==> config.mk <==
export PLATFORM = sky130hd
export DESIGN_NAME = sorted_priority_queue_flat
export DESIGN_NICKNAME = d
export VERILOG_FILES = /design/src/rtl/core/spq_pkg.sv /design/src/rtl/core/spq_if.sv /design/src/rtl/core/sorted_priority_queue.sv /design/src/rtl/core/spq_cell.sv /design/src/flat_wrapper.sv
export SDC_FILE = /design/constraint.sdc
export NUM_CORES = 2
export LEC_CHECK = 0
export BUFFER_PORTS_ARGS = -buffer_cell sky130_fd_sc_hd__clkbuf_2
export CORE_UTILIZATION = 45
export CTS_BUF_LIST = sky130_fd_sc_hd__clkbuf_8
export CTS_CLUSTER_DIAMETER = 100
export DETAILED_ROUTE_END_ITERATION = 7
export PLACE_DENSITY = 0.72
export RECOVER_POWER = 50
export SLEW_MARGIN = 20
export SYNTH_ARGS = -nofsm -noshare
export SYNTH_HDL_FRONTEND = slang
export SYNTH_SLANG_ARGS = --single-unit
==> constraint.sdc <==
create_clock -name clk -period 8.84 [get_ports clk]
set_clock_uncertainty 0.05 [all_clocks]
set_input_delay 0.884 -clock clk [delete_from_list [all_inputs] [get_ports clk]]
set_output_delay 0.884 -clock clk [all_outputs]
set_load 0.1 [all_outputs]
==> src/rtl/core/spq_pkg.sv <==
// ----------------------------------------------------------------------------
// spq_pkg: shared types and constants of the sorted priority queue
// Holds the operation codes, the fixed field widths of the request and result
// words, and the control struct that the top level sends to every cell.
// ----------------------------------------------------------------------------
package spq_pkg;

    // Fixed widths of the word fields on the channels.
    localparam int ACTION_W = 2;
    localparam int IN_VALUE_W = 32;
    localparam int POS_W = 4;
    localparam int COUNT_W = 5;
    localparam int HEAD_W = 32;

    // Operation codes carried in the action field.
    typedef enum logic [ACTION_W-1:0] {
        ACT_INSERT = 2'd0,
        ACT_REMOVE = 2'd1,
        ACT_FIND   = 2'd2
    } action_t;

    // Per-cycle command that all cells of the row see.
    typedef struct packed {
        logic ins_en;
        logic rem_en;
    } cell_ctrl_t;

endpackage

==> src/rtl/core/spq_if.sv <==
// ----------------------------------------------------------------------------
// spq_in_if / spq_out_if: request and result channels of the queue
// Valid/ready channels; a word moves on a clock edge where both are high.
// ----------------------------------------------------------------------------
interface spq_in_if;
    logic                                 valid;
    logic                                 ready;
    logic [spq_pkg::ACTION_W-1:0]         action;
    logic signed [spq_pkg::IN_VALUE_W-1:0] value;

    modport source (output valid, output action, output value, input ready);
    modport sink (input valid, input action, input value, output ready);
endinterface

interface spq_out_if;
    logic                               valid;
    logic                               ready;
    logic                               ok;
    logic [spq_pkg::POS_W-1:0]          position;
    logic                               overflow;
    logic [spq_pkg::COUNT_W-1:0]        count;
    logic signed [spq_pkg::HEAD_W-1:0]  head_value;
    logic                               empty_res;

    modport source (output valid, output ok, output position, output overflow,
                    output count, output head_value, output empty_res, input ready);
    modport sink (input valid, input ok, input position, input overflow,
                  input count, input head_value, input empty_res, output ready);
endinterface

==> src/rtl/core/sorted_priority_queue.sv <==
// ----------------------------------------------------------------------------
// sorted_priority_queue: shift-register priority queue
// Keeps up to DEPTH signed values sorted largest first and answers insert,
// remove and find requests with one result word each.
// ----------------------------------------------------------------------------
// The queue takes one request word per clock cycle and returns its result
// word from an output register in the cycle after; a new request is taken while
// that result waits, as long as the result is taken in the same cycle. The
// figure is set by the row of cells: every cell compares its entry with the
// request value at once, and the row shifts by one place toward the tail on
// an insert or toward the head on a remove, all in that single cycle. An
// insert lands after any equal values; when the queue is full it is refused
// with overflow set. A remove deletes the first equal entry; a find reports
// the place of the first equal entry. Every result also carries the count,
// the head (largest) value, which reads 0 when empty, and an empty flag. An
// action code of 3 changes nothing and answers with ok clear. The stored
// entries are not cleared by reset; only the count and the output valid flag
// are, and entries at or beyond the count are never used. The value field is
// taken as a VALUE_BITS-bit signed number, zero-extended past 32 bits.
// ----------------------------------------------------------------------------
module sorted_priority_queue #(
    parameter int DEPTH = 16,
    parameter int VALUE_BITS = 32
) (
    input  logic      clk,
    input  logic      rst_n,
    spq_in_if.sink    req,
    spq_out_if.source rsp
);

    localparam int CNT_W = $clog2(DEPTH + 1);
    localparam int IDX_W = $clog2(DEPTH);

    logic [CNT_W-1:0]             count_reg;
    logic [CNT_W-1:0]             count_next;

    // Output register of the result word.
    logic                         out_valid_reg;
    logic                         out_valid_next;
    logic                         ok_reg;
    logic [spq_pkg::POS_W-1:0]    position_reg;
    logic                         overflow_reg;
    logic [spq_pkg::COUNT_W-1:0]  count_out_reg;
    logic signed [spq_pkg::HEAD_W-1:0] head_reg;
    logic                         empty_reg;

    logic                         accept;
    logic signed [VALUE_BITS-1:0] key;
    spq_pkg::cell_ctrl_t          ctrl;

    logic [DEPTH-1:0]             occ;
    logic [DEPTH-1:0]             tail;
    logic [DEPTH-1:0]             push;
    logic [DEPTH-1:0]             hit;
    logic [DEPTH-1:0]             first_push;
    logic [DEPTH-1:0]             first_hit;
    logic signed [VALUE_BITS-1:0] entry [DEPTH];
    logic signed [VALUE_BITS-1:0] entry_nx [DEPTH];

    logic                         is_ins;
    logic                         is_rem;
    logic                         is_find;
    logic                         full;
    logic                         found_any;
    logic                         any_push;
    logic                         ok;
    logic [IDX_W-1:0]             push_idx;
    logic [IDX_W-1:0]             hit_idx;
    logic [IDX_W-1:0]             pos_idx;

    // The result register frees up when its word is taken.
    assign req.ready = ~out_valid_reg | rsp.ready;
    assign accept    = req.valid & req.ready;

    generate
        if (VALUE_BITS <= spq_pkg::IN_VALUE_W)
        begin : g_key_narrow
            assign key = req.value[VALUE_BITS-1:0];
        end
        else
        begin : g_key_wide
            assign key = VALUE_BITS'($unsigned(req.value));
        end
    endgenerate

    always_comb
    begin
        is_ins  = 1'b0;
        is_rem  = 1'b0;
        is_find = 1'b0;
        unique case (req.action)
            spq_pkg::ACT_INSERT: is_ins = 1'b1;
            spq_pkg::ACT_REMOVE: is_rem = 1'b1;
            spq_pkg::ACT_FIND:   is_find = 1'b1;
            default:             ;
        endcase
    end

    // The row of cells. Occupancy and the tail mark follow from the count.
    generate
        for (genvar i = 0; i < DEPTH; i++)
        begin : g_cell
            logic                         left_push;
            logic signed [VALUE_BITS-1:0] left_entry;
            logic signed [VALUE_BITS-1:0] right_entry;
            logic                         occ_right;

            assign occ[i]  = CNT_W'(i) < count_reg;
            assign tail[i] = CNT_W'(i) == count_reg;

            if (i == 0)
            begin : g_head
                assign left_push     = 1'b0;
                assign left_entry    = entry[i];
                assign first_push[i] = push[i];
                assign first_hit[i]  = hit[i];
            end
            else
            begin : g_body
                assign left_push     = push[i-1];
                assign left_entry    = entry[i-1];
                assign first_push[i] = push[i] & ~push[i-1];
                assign first_hit[i]  = hit[i] & ~hit[i-1];
            end

            if (i == DEPTH - 1)
            begin : g_last
                assign right_entry = entry[i];
                assign occ_right   = 1'b0;
            end
            else
            begin : g_inner
                assign right_entry = entry[i+1];
                assign occ_right   = occ[i+1];
            end

            spq_cell #(
                .VALUE_BITS (VALUE_BITS)
            ) u_cell (
                .clk         (clk),
                .ctrl        (ctrl),
                .key         (key),
                .occ         (occ[i]),
                .tail        (tail[i]),
                .occ_right   (occ_right),
                .left_push   (left_push),
                .left_entry  (left_entry),
                .right_entry (right_entry),
                .entry       (entry[i]),
                .entry_nx    (entry_nx[i]),
                .push        (push[i]),
                .hit         (hit[i])
            );
        end
    endgenerate

    // Since the row is sorted, the entries that move on an insert form a
    // suffix and equal entries sit next to each other, so the first one of
    // each run is found from the neighbor alone. The one-hot marks are then
    // encoded with an OR tree.
    always_comb
    begin
        push_idx = '0;
        hit_idx  = '0;
        for (int i = 0; i < DEPTH; i++)
        begin
            if (first_push[i])
            begin
                push_idx = push_idx | IDX_W'(i);
            end
            if (first_hit[i])
            begin
                hit_idx = hit_idx | IDX_W'(i);
            end
        end
    end

    assign full      = count_reg == CNT_W'(DEPTH);
    assign found_any = |hit;
    assign any_push  = |push;

    assign ctrl.ins_en = accept & is_ins & ~full;
    assign ctrl.rem_en = accept & is_rem & found_any;

    always_comb
    begin
        priority if (is_ins)
        begin
            ok = ~full;
        end
        else if (is_rem || is_find)
        begin
            ok = found_any;
        end
        else
        begin
            ok = 1'b0;
        end

        // A new entry with nothing smaller stored goes to the tail, which is
        // below DEPTH whenever the insert is taken.
        if (!ok)
        begin
            pos_idx = '0;
        end
        else if (is_ins)
        begin
            pos_idx = any_push ? push_idx : IDX_W'(count_reg);
        end
        else
        begin
            pos_idx = hit_idx;
        end

        priority if (ctrl.ins_en)
        begin
            count_next = count_reg + CNT_W'(1);
        end
        else if (ctrl.rem_en)
        begin
            count_next = count_reg - CNT_W'(1);
        end
        else
        begin
            count_next = count_reg;
        end

        priority if (accept)
        begin
            out_valid_next = 1'b1;
        end
        else if (rsp.ready)
        begin
            out_valid_next = 1'b0;
        end
        else
        begin
            out_valid_next = out_valid_reg;
        end
    end

    always_ff @(posedge clk or negedge rst_n)
    begin
        if (!rst_n)
        begin
            count_reg     <= '0;
            out_valid_reg <= 1'b0;
        end
        else
        begin
            count_reg     <= count_next;
            out_valid_reg <= out_valid_next;
        end
    end

    // Result payload; it follows the state as it stands after the operation.
    always_ff @(posedge clk)
    begin
        if (accept)
        begin
            ok_reg        <= ok;
            position_reg  <= spq_pkg::POS_W'(pos_idx);
            overflow_reg  <= is_ins & full;
            count_out_reg <= spq_pkg::COUNT_W'(count_next);
            head_reg      <= (count_next == '0) ? '0 : spq_pkg::HEAD_W'(entry_nx[0]);
            empty_reg     <= count_next == '0;
        end
    end

    assign rsp.valid      = out_valid_reg;
    assign rsp.ok         = ok_reg;
    assign rsp.position   = position_reg;
    assign rsp.overflow   = overflow_reg;
    assign rsp.count      = count_out_reg;
    assign rsp.head_value = head_reg;
    assign rsp.empty_res  = empty_reg;

    // The count never passes the number of cells.
    a_count_range: assert property (@(posedge clk) disable iff (!rst_n)
        count_reg <= CNT_W'(DEPTH))
        else $error("fill count beyond depth");

    // A taken insert grows the queue by exactly one entry.
    a_insert_grows: assert property (@(posedge clk) disable iff (!rst_n)
        ctrl.ins_en |=> count_reg == $past(count_reg) + CNT_W'(1))
        else $error("insert did not grow the count");

    // A refused insert happens only on a full queue and leaves it full.
    a_overflow_full: assert property (@(posedge clk) disable iff (!rst_n)
        (accept && is_ins && full) |=> (full && rsp.overflow && !rsp.ok))
        else $error("overflow without a full queue");

    // A result with ok clear always reports the head position.
    a_pos_zero: assert property (@(posedge clk) disable iff (!rst_n)
        (rsp.valid && !rsp.ok) |-> rsp.position == '0)
        else $error("position set without a match");

endmodule

==> src/rtl/core/spq_cell.sv <==
// ----------------------------------------------------------------------------
// spq_cell: one storage cell of the sorted row
// Holds one entry, compares it with the key, and takes the entry of its left
// or right neighbor when the row shifts on an insert or a remove.
// ----------------------------------------------------------------------------
module spq_cell #(
    parameter int VALUE_BITS = 32
) (
    input  logic                         clk,
    input  spq_pkg::cell_ctrl_t          ctrl,
    input  logic signed [VALUE_BITS-1:0] key,
    input  logic                         occ,
    input  logic                         tail,
    input  logic                         occ_right,
    input  logic                         left_push,
    input  logic signed [VALUE_BITS-1:0] left_entry,
    input  logic signed [VALUE_BITS-1:0] right_entry,
    output logic signed [VALUE_BITS-1:0] entry,
    output logic signed [VALUE_BITS-1:0] entry_nx,
    output logic                         push,
    output logic                         hit
);

    logic signed [VALUE_BITS-1:0] entry_reg;
    logic signed [VALUE_BITS-1:0] entry_next;
    logic                         gt;
    logic                         lt;

    assign gt = key > entry_reg;
    assign lt = key < entry_reg;

    // An occupied entry smaller than the key moves one place toward the tail
    // on an insert.
    assign push = occ & gt;
    assign hit  = occ & ~gt & ~lt;

    always_comb
    begin
        priority if (ctrl.ins_en && left_push)
        begin
            entry_next = left_entry;
        end
        else if (ctrl.ins_en && (push || tail))
        begin
            entry_next = key;
        end
        else if (ctrl.rem_en && occ_right && !lt)
        begin
            entry_next = right_entry;
        end
        else
        begin
            entry_next = entry_reg;
        end
    end

    always_ff @(posedge clk)
    begin
        entry_reg <= entry_next;
    end

    assign entry    = entry_reg;
    assign entry_nx = entry_next;

endmodule
==> src/flat_wrapper.sv <==
// flat-port wrapper written by rule: the top's interface ports become plain ports
module sorted_priority_queue_flat 
#(
    parameter int DEPTH = 16,
    parameter int VALUE_BITS = 32
)
  (clk, rst_n, req_valid, req_action, req_value, req_ready, rsp_valid, rsp_ok, rsp_position, rsp_overflow, rsp_count, rsp_head_value, rsp_empty_res, rsp_ready);
  spq_in_if req_i ();
  spq_out_if rsp_i ();
  input  logic clk;
  input  logic rst_n;
  input wire logic [$bits(req_i.valid)-1:0] req_valid;
  input wire logic [$bits(req_i.action)-1:0] req_action;
  input wire logic [$bits(req_i.value)-1:0] req_value;
  output wire logic [$bits(req_i.ready)-1:0] req_ready;
  output wire logic [$bits(rsp_i.valid)-1:0] rsp_valid;
  output wire logic [$bits(rsp_i.ok)-1:0] rsp_ok;
  output wire logic [$bits(rsp_i.position)-1:0] rsp_position;
  output wire logic [$bits(rsp_i.overflow)-1:0] rsp_overflow;
  output wire logic [$bits(rsp_i.count)-1:0] rsp_count;
  output wire logic [$bits(rsp_i.head_value)-1:0] rsp_head_value;
  output wire logic [$bits(rsp_i.empty_res)-1:0] rsp_empty_res;
  input wire logic [$bits(rsp_i.ready)-1:0] rsp_ready;
  assign req_i.valid = req_valid;
  assign req_i.action = req_action;
  assign req_i.value = req_value;
  assign req_ready = req_i.ready;
  assign rsp_valid = rsp_i.valid;
  assign rsp_ok = rsp_i.ok;
  assign rsp_position = rsp_i.position;
  assign rsp_overflow = rsp_i.overflow;
  assign rsp_count = rsp_i.count;
  assign rsp_head_value = rsp_i.head_value;
  assign rsp_empty_res = rsp_i.empty_res;
  assign rsp_i.ready = rsp_ready;
  sorted_priority_queue #(.DEPTH(DEPTH), .VALUE_BITS(VALUE_BITS)) u_core (.clk(clk), .rst_n(rst_n), .req(req_i), .rsp(rsp_i));
endmodule
Word level (Yosys, flattened, before mapping)
Index checks and enable logic that the tools add are counted.
{"block": "op_classes", "add_sub_neg": 2, "order_cmp": 48, "eq_ne": 18, "n_mux": 87, "bitwise": 149, "n_reduce_logical": 114}
{"cell": "$mux 32", "count": 46}
{"cell": "$gt 32x32->1", "count": 16}
{"cell": "$lt 32x32->1", "count": 16}
{"cell": "$and 1x1->1", "count": 84}
{"cell": "$mux 4", "count": 18}
{"cell": "$not 1->1", "count": 64}
{"cell": "$logic_and 1x1->1", "count": 61}
{"cell": "$reduce_bool 3->1", "count": 14}
{"cell": "$eq 4x5->1 const A", "count": 8}
{"cell": "$lt 4x5->1 const A", "count": 8}
{"cell": "$reduce_or 16->1", "count": 2}
{"cell": "$mux 3", "count": 8}
{"cell": "$eq 3x5->1 const A", "count": 4}
{"cell": "$lt 3x5->1 const A", "count": 4}
{"cell": "$logic_or 1x1->1", "count": 17}
{"cell": "$logic_not 1->1", "count": 15}
{"cell": "$eq 2x5->1 const A", "count": 2}
{"cell": "$logic_not 5->1", "count": 2}
{"cell": "$lt 1x5->1 const A", "count": 2}
{"cell": "$lt 2x5->1 const A", "count": 2}
{"cell": "$mux 5", "count": 2}
{"cell": "$mux 1", "count": 9}
{"cell": "$mux 2", "count": 4}
{"cell": "$add 5x1->5 const B", "count": 1}
{"cell": "other kinds (8)", "count": 9}
{"block": "word_totals", "regBits": 562, "elab_cells": 442}

Longest topological paths before layout
{"block": "logic_depth", "word_depth": 22, "depth_mapped": 15, "ltp_nobuf": 13}

Cells and area by module
A second synthesis with hierarchy kept.
{"block": "unflattened", "hier_cells": 4628, "hier_area_um2": 41100.7}
{"module": "spq_cell (u_core.g_cell[0].u_cell ...)", "instances": 15, "cells_per_inst": 265, "area_per_inst_um2": 2333.5, "seq_area_each_um2": 640.6}
{"module": "spq_cell (u_core.g_cell[13].u_cell)", "instances": 1, "cells_per_inst": 387, "area_per_inst_um2": 3141.8, "seq_area_each_um2": 640.6}
{"module": "sorted_priority_queue", "instances": 1, "cells_per_inst": 266, "area_per_inst_um2": 2956.6, "seq_area_each_um2": 1471.4}

Worst setup path before layout
Ideal clock, no wire load.
{"block": "synth_path", "path_type": "input to register", "startpoint": "input req_value[31]", "endpoint": "register u_core.g_cell[5].u_cell.entry_reg[0], enable pin", "arrival_time_ns": 6.957, "required_ns": 8.257, "slack_ns": 1.300, "cell_stages": 11, "path_buffers": 0, "path_cell_list": "ha_1 -> nand4_1 -> or3_4 -> nor2_2 -> o41ai_1 -> o2111a_1 -> or4b_4 -> and4bb_1 -> nand3_1 -> nand2_1 -> o311ai_0"}
{"block": "synth_via", "elab_chain_cells": 9, "word_cells_on_any_way": 107}
{"item": "start, declared", "line_no": "flat_wrapper.sv:14", "rtl": "input wire logic [$bits(req_i.value)-1:0] req_value;"}
{"item": "$gt 32x32->1", "line_no": "spq_cell.sv:29", "rtl": "assign gt = key > entry_reg;"}
{"item": "$not 1->1", "line_no": "spq_cell.sv:35", "rtl": "assign hit = occ & ~gt & ~lt;"}
{"item": "$and 1x1->1 (2 in a row)", "line_no": "spq_cell.sv:35"}
{"item": "$reduce_or 16->1", "line_no": "sorted_priority_queue.sv:179", "rtl": "assign found_any = |hit;"}
{"item": "$and 1x1->1", "line_no": "sorted_priority_queue.sv:183", "rtl": "assign ctrl.rem_en = accept & is_rem & found_any;"}
{"item": "$logic_and 1x1->1 (2 in a row)", "line_no": "spq_cell.sv:47", "rtl": "else if (ctrl.rem_en && occ_right && !lt)"}
{"item": "$reduce_bool 3->1 (no source line) (*)"}
{"item": "end signal, assigned", "line_no": "spq_cell.sv:59", "rtl": "entry_reg <= entry_next;"}
{"item": "end, declared", "line_no": "spq_cell.sv:24", "rtl": "logic signed [VALUE_BITS-1:0] entry_reg;"}
Mark *: on every way between the ends. The rest lies on a longest branch, timed or not.
A chain may end at the register's enable or synchronous reset.

Worst setup path in the final report
{"block": "layout_path", "startpoint": "input req_value[13]", "endpoint": "register u_core.g_cell[5].u_cell.entry_reg[16], enable pin"}
Same word-level chain as after synthesis.

==> impl_metrics.tcl <==
set metrics [dict create \
    cts_tree "done" \
    die-height_um 307 \
    nets 5177 \
    dr.pass1.iters 5 \
    antenna_found_initial 1 \
    fin_crit_ps 6990 \
    grt_setup_unrepaired "no" \
    drive_gt1_frac 0.0651 \
    initial_utilization 0.456 \
    crit_path_end "u_core.g_cell[5].u_cell.entry[16]$_DFFE_PP_" \
    hold_violations 0 \
    grt_use_total 0.252 \
    synthTopCellsByArea "edfxtp_1 (37%), ha_1 (15%), mux2i_1 (8.6%), a21oi_1 (7.0%), inv_1 (5.0%)" \
    rr_worst_depth 10 \
    startpoint "req_value[13]" \
    clk_latency_ps 750 \
    final.setup.tns_ps 0 \
    reg2reg_to "u_core.g_cell[11].u_cell.entry[20]$_DFFE_PP_" \
    place.gp.congestion 0.971 \
    synth_seq_cells 562 \
    ios 84 \
    die_x_um 307 \
    grt_pass1_vias 32962 \
    synth_cells 4577 \
    status "finished, violations left" \
    syn_nets 5134 \
    peakVddDrop_v 0.000243 \
    r2r_slack_ps 1990 \
    syn_avg_cell_area_um2 9.17 \
    wl_per_cell_um 20.3 \
    cap_violations 8 \
    synth_edf_count 524 \
    ys_types 90 \
    slew_violations 299 \
    multi_input_area_um2 22700 \
    worst_pin_slew_ps 3140 \
    cts_buffer_depth 3 \
    grt_max_degree 67 \
    ys_async_sr_fraction 0.0107 \
    synth_top_area_cell "edfxtp_1" \
    cp_max_fo 33 \
    die_area_um2 94500 \
    cts-buffers-inserted 99 \
    viasPerCell 5.73 \
    dp.cells 5761 \
    largest_register_ff_count 512 \
    numClockSinks 562 \
    ctsResizeCount 0 \
    synthFlopType "edfxtp_1" \
    fmax_ghz 0.143 \
    yosysMostFrequentCell "a21oi_1" \
    power_leakage_nw 20.0 \
    htreeDepth 3 \
    ant_nets 0 \
    routed_wl_mm 120 \
    finalSetupViolations 0 \
    relSlewSlack -1.10 \
    fillers 8632 \
    clockRootBuffer "clkbuf_8" \
    overflow 0 \
    seqCellArea_um2 16500 \
    cp-end-kind "register" \
    synth_top_area_share 0.375 \
    clkTransAtPathRegs_ps 60 \
    area_growth_pct 9.07 \
    syn_area_um2 42000 \
    instances_no_fill 5942 \
    portBuffers 83 \
    cp.required_ps 9230 \
    grt_pass1_wl_mm 188 \
    arrival_ps 7380 \
    crit_type "in -> reg" \
    rr_startpoint "u_core.rsp.valid$_DFFE_PN0P_" \
    hold_class "in -> reg" \
    p_per_area_nw_per_um2 179 \
    vias 34061 \
    worst_setup_path_start_kind "primary input" \
    synthTopCellsByCount "a21oi_1 (586), inv_1 (558), edfxtp_1 (524)" \
    drt-initial-drc-count 3143 \
    core-area_um2 92100 \
    fin_crit_sh 0.790 \
    num_rows 111 \
    yosysWarnings 0 \
    drc 0 \
    dp_hpwl_mm 91.9 \
    violations "capacitance limit, slew limit" \
    yosysSeqAreaShare 0.394 \
]
logic make-up (layout without fill, tap and decap cells):
logic type      Yosys count  after routing  synth area share
simple gates           1155           1155             0.127
xor+xnor                 15             15           0.00313
compound gates         1166           1166             0.162
flops                   562            562             0.394
other cells               0              2                 0
mux                     363            363            0.0866
buf+inv                 797            917            0.0729
fa+ha+maj               519            519             0.155
area by class of cell:
cell class,count,area share
Inverter,562,0.0461
Timing Repair Buffer,177,0.0224
Clock buffer,109,0.0328
Antenna cell,2,0.000109
Tap cell,1243,0.0340
Multi-Input combinational cell,3218,0.496
Sequential cell,562,0.361
Clock inverter,69,0.00746
report_power, final:
part / leakage (nW) / total (mW) / internal [mW] / switching [mW]
sequential: 5.11 / 3.45 / 3.25 / 0.200
clock: 1.08 / 2.33 / 1.18 / 1.15
combinational: 13.8 / 2.40 / 0.713 / 1.69
worst min path at each step:
| stage | startpoint | endpoint | slack (ps) | cells past startpoint |
|---|---|---|---|---|
| 2_1_floorplan | u_core.g_cell[13].u_cell.entry[1]$_DFFE_PP_ | u_core.g_cell[14].u_cell.entry[1]$_DFFE_PP_ | 470 | 2 |
| 3_3_place_gp | u_core.g_cell[13].u_cell.entry[3]$_DFFE_PP_ | u_core.g_cell[14].u_cell.entry[3]$_DFFE_PP_ | 490 | 2 |
| 3_5_place_dp | u_core.g_cell[13].u_cell.entry[16]$_DFFE_PP_ | u_core.g_cell[14].u_cell.entry[16]$_DFFE_PP_ | 500 | 2 |
| 4_1_cts | req_valid | u_core.rsp.valid$_DFFE_PN0P_ | 290 | 2 |
| 5_1_grt | req_valid | u_core.rsp.valid$_DFFE_PN0P_ | 340 | 2 |
| 6_report | req_valid | u_core.rsp.valid$_DFFE_PN0P_ | 360 | 2 |
per-layer routing:
layer,vias to the layer above,GRT usage,wire [µm]
met5,-,0,0
met4,0,0.0839,3670
met3,221,0.0341,7240
met2,1122,0.393,52600
met1,16088,0.358,56900
li1,16630,-,-
worst max-delay path, stage by stage:
cell and delay, ps:
clkbuf_1 1310, ha_1 450, nand4_1 160, nor2_1 70, a221o_1 320, a211o_1 270
a2111oi_2 530, xnor2_1 240, nor3_1 80, clkbuf_1 290, a32oi_4 240, clkbuf_1 1750
o311ai_2 310, buf_4 410
per-stage QoR:
step                      power [mW]  utilization  area [µm²]  worst slack [ps]  hold slack (ps)
after floorplan                 5.08            -       42000              1300              472
after global placement          5.82        0.478       44000              2280              488
after detailed placement        5.86        0.478       44100              2270              496
after CTS                       8.20        0.499       45900              3050              290
after global routing            8.57        0.497       45800              1510              338
final                           8.19        0.497       45800              1850              356
what timing repair did:
item,CTS,global route
buffers inserted,0,0
hold buffers,1,0
endpoints found under the hold margin,6,0
placed cells by master (no fill, tap or decap), drive strengths merged, types with 32 or more instances in the layout:
master  Yosys  routed
buf        43      83
clkbuf    192     202
dfxtp      32      32
a21oi     588     588
nor3       41      41
o31ai      41      41
a31oi      74      74
nand4      97      97
nor4       54      54
mux2i     360     360
inv       562     602
edfxtp    524     524
a21o       69      69
nor2      456     456
o21ai     229     229
ha        519     519
a211oi     48      48
nand2     304     304
nand3      61      61
nand2b     48      48
Power figures use the tool's default switching activity.
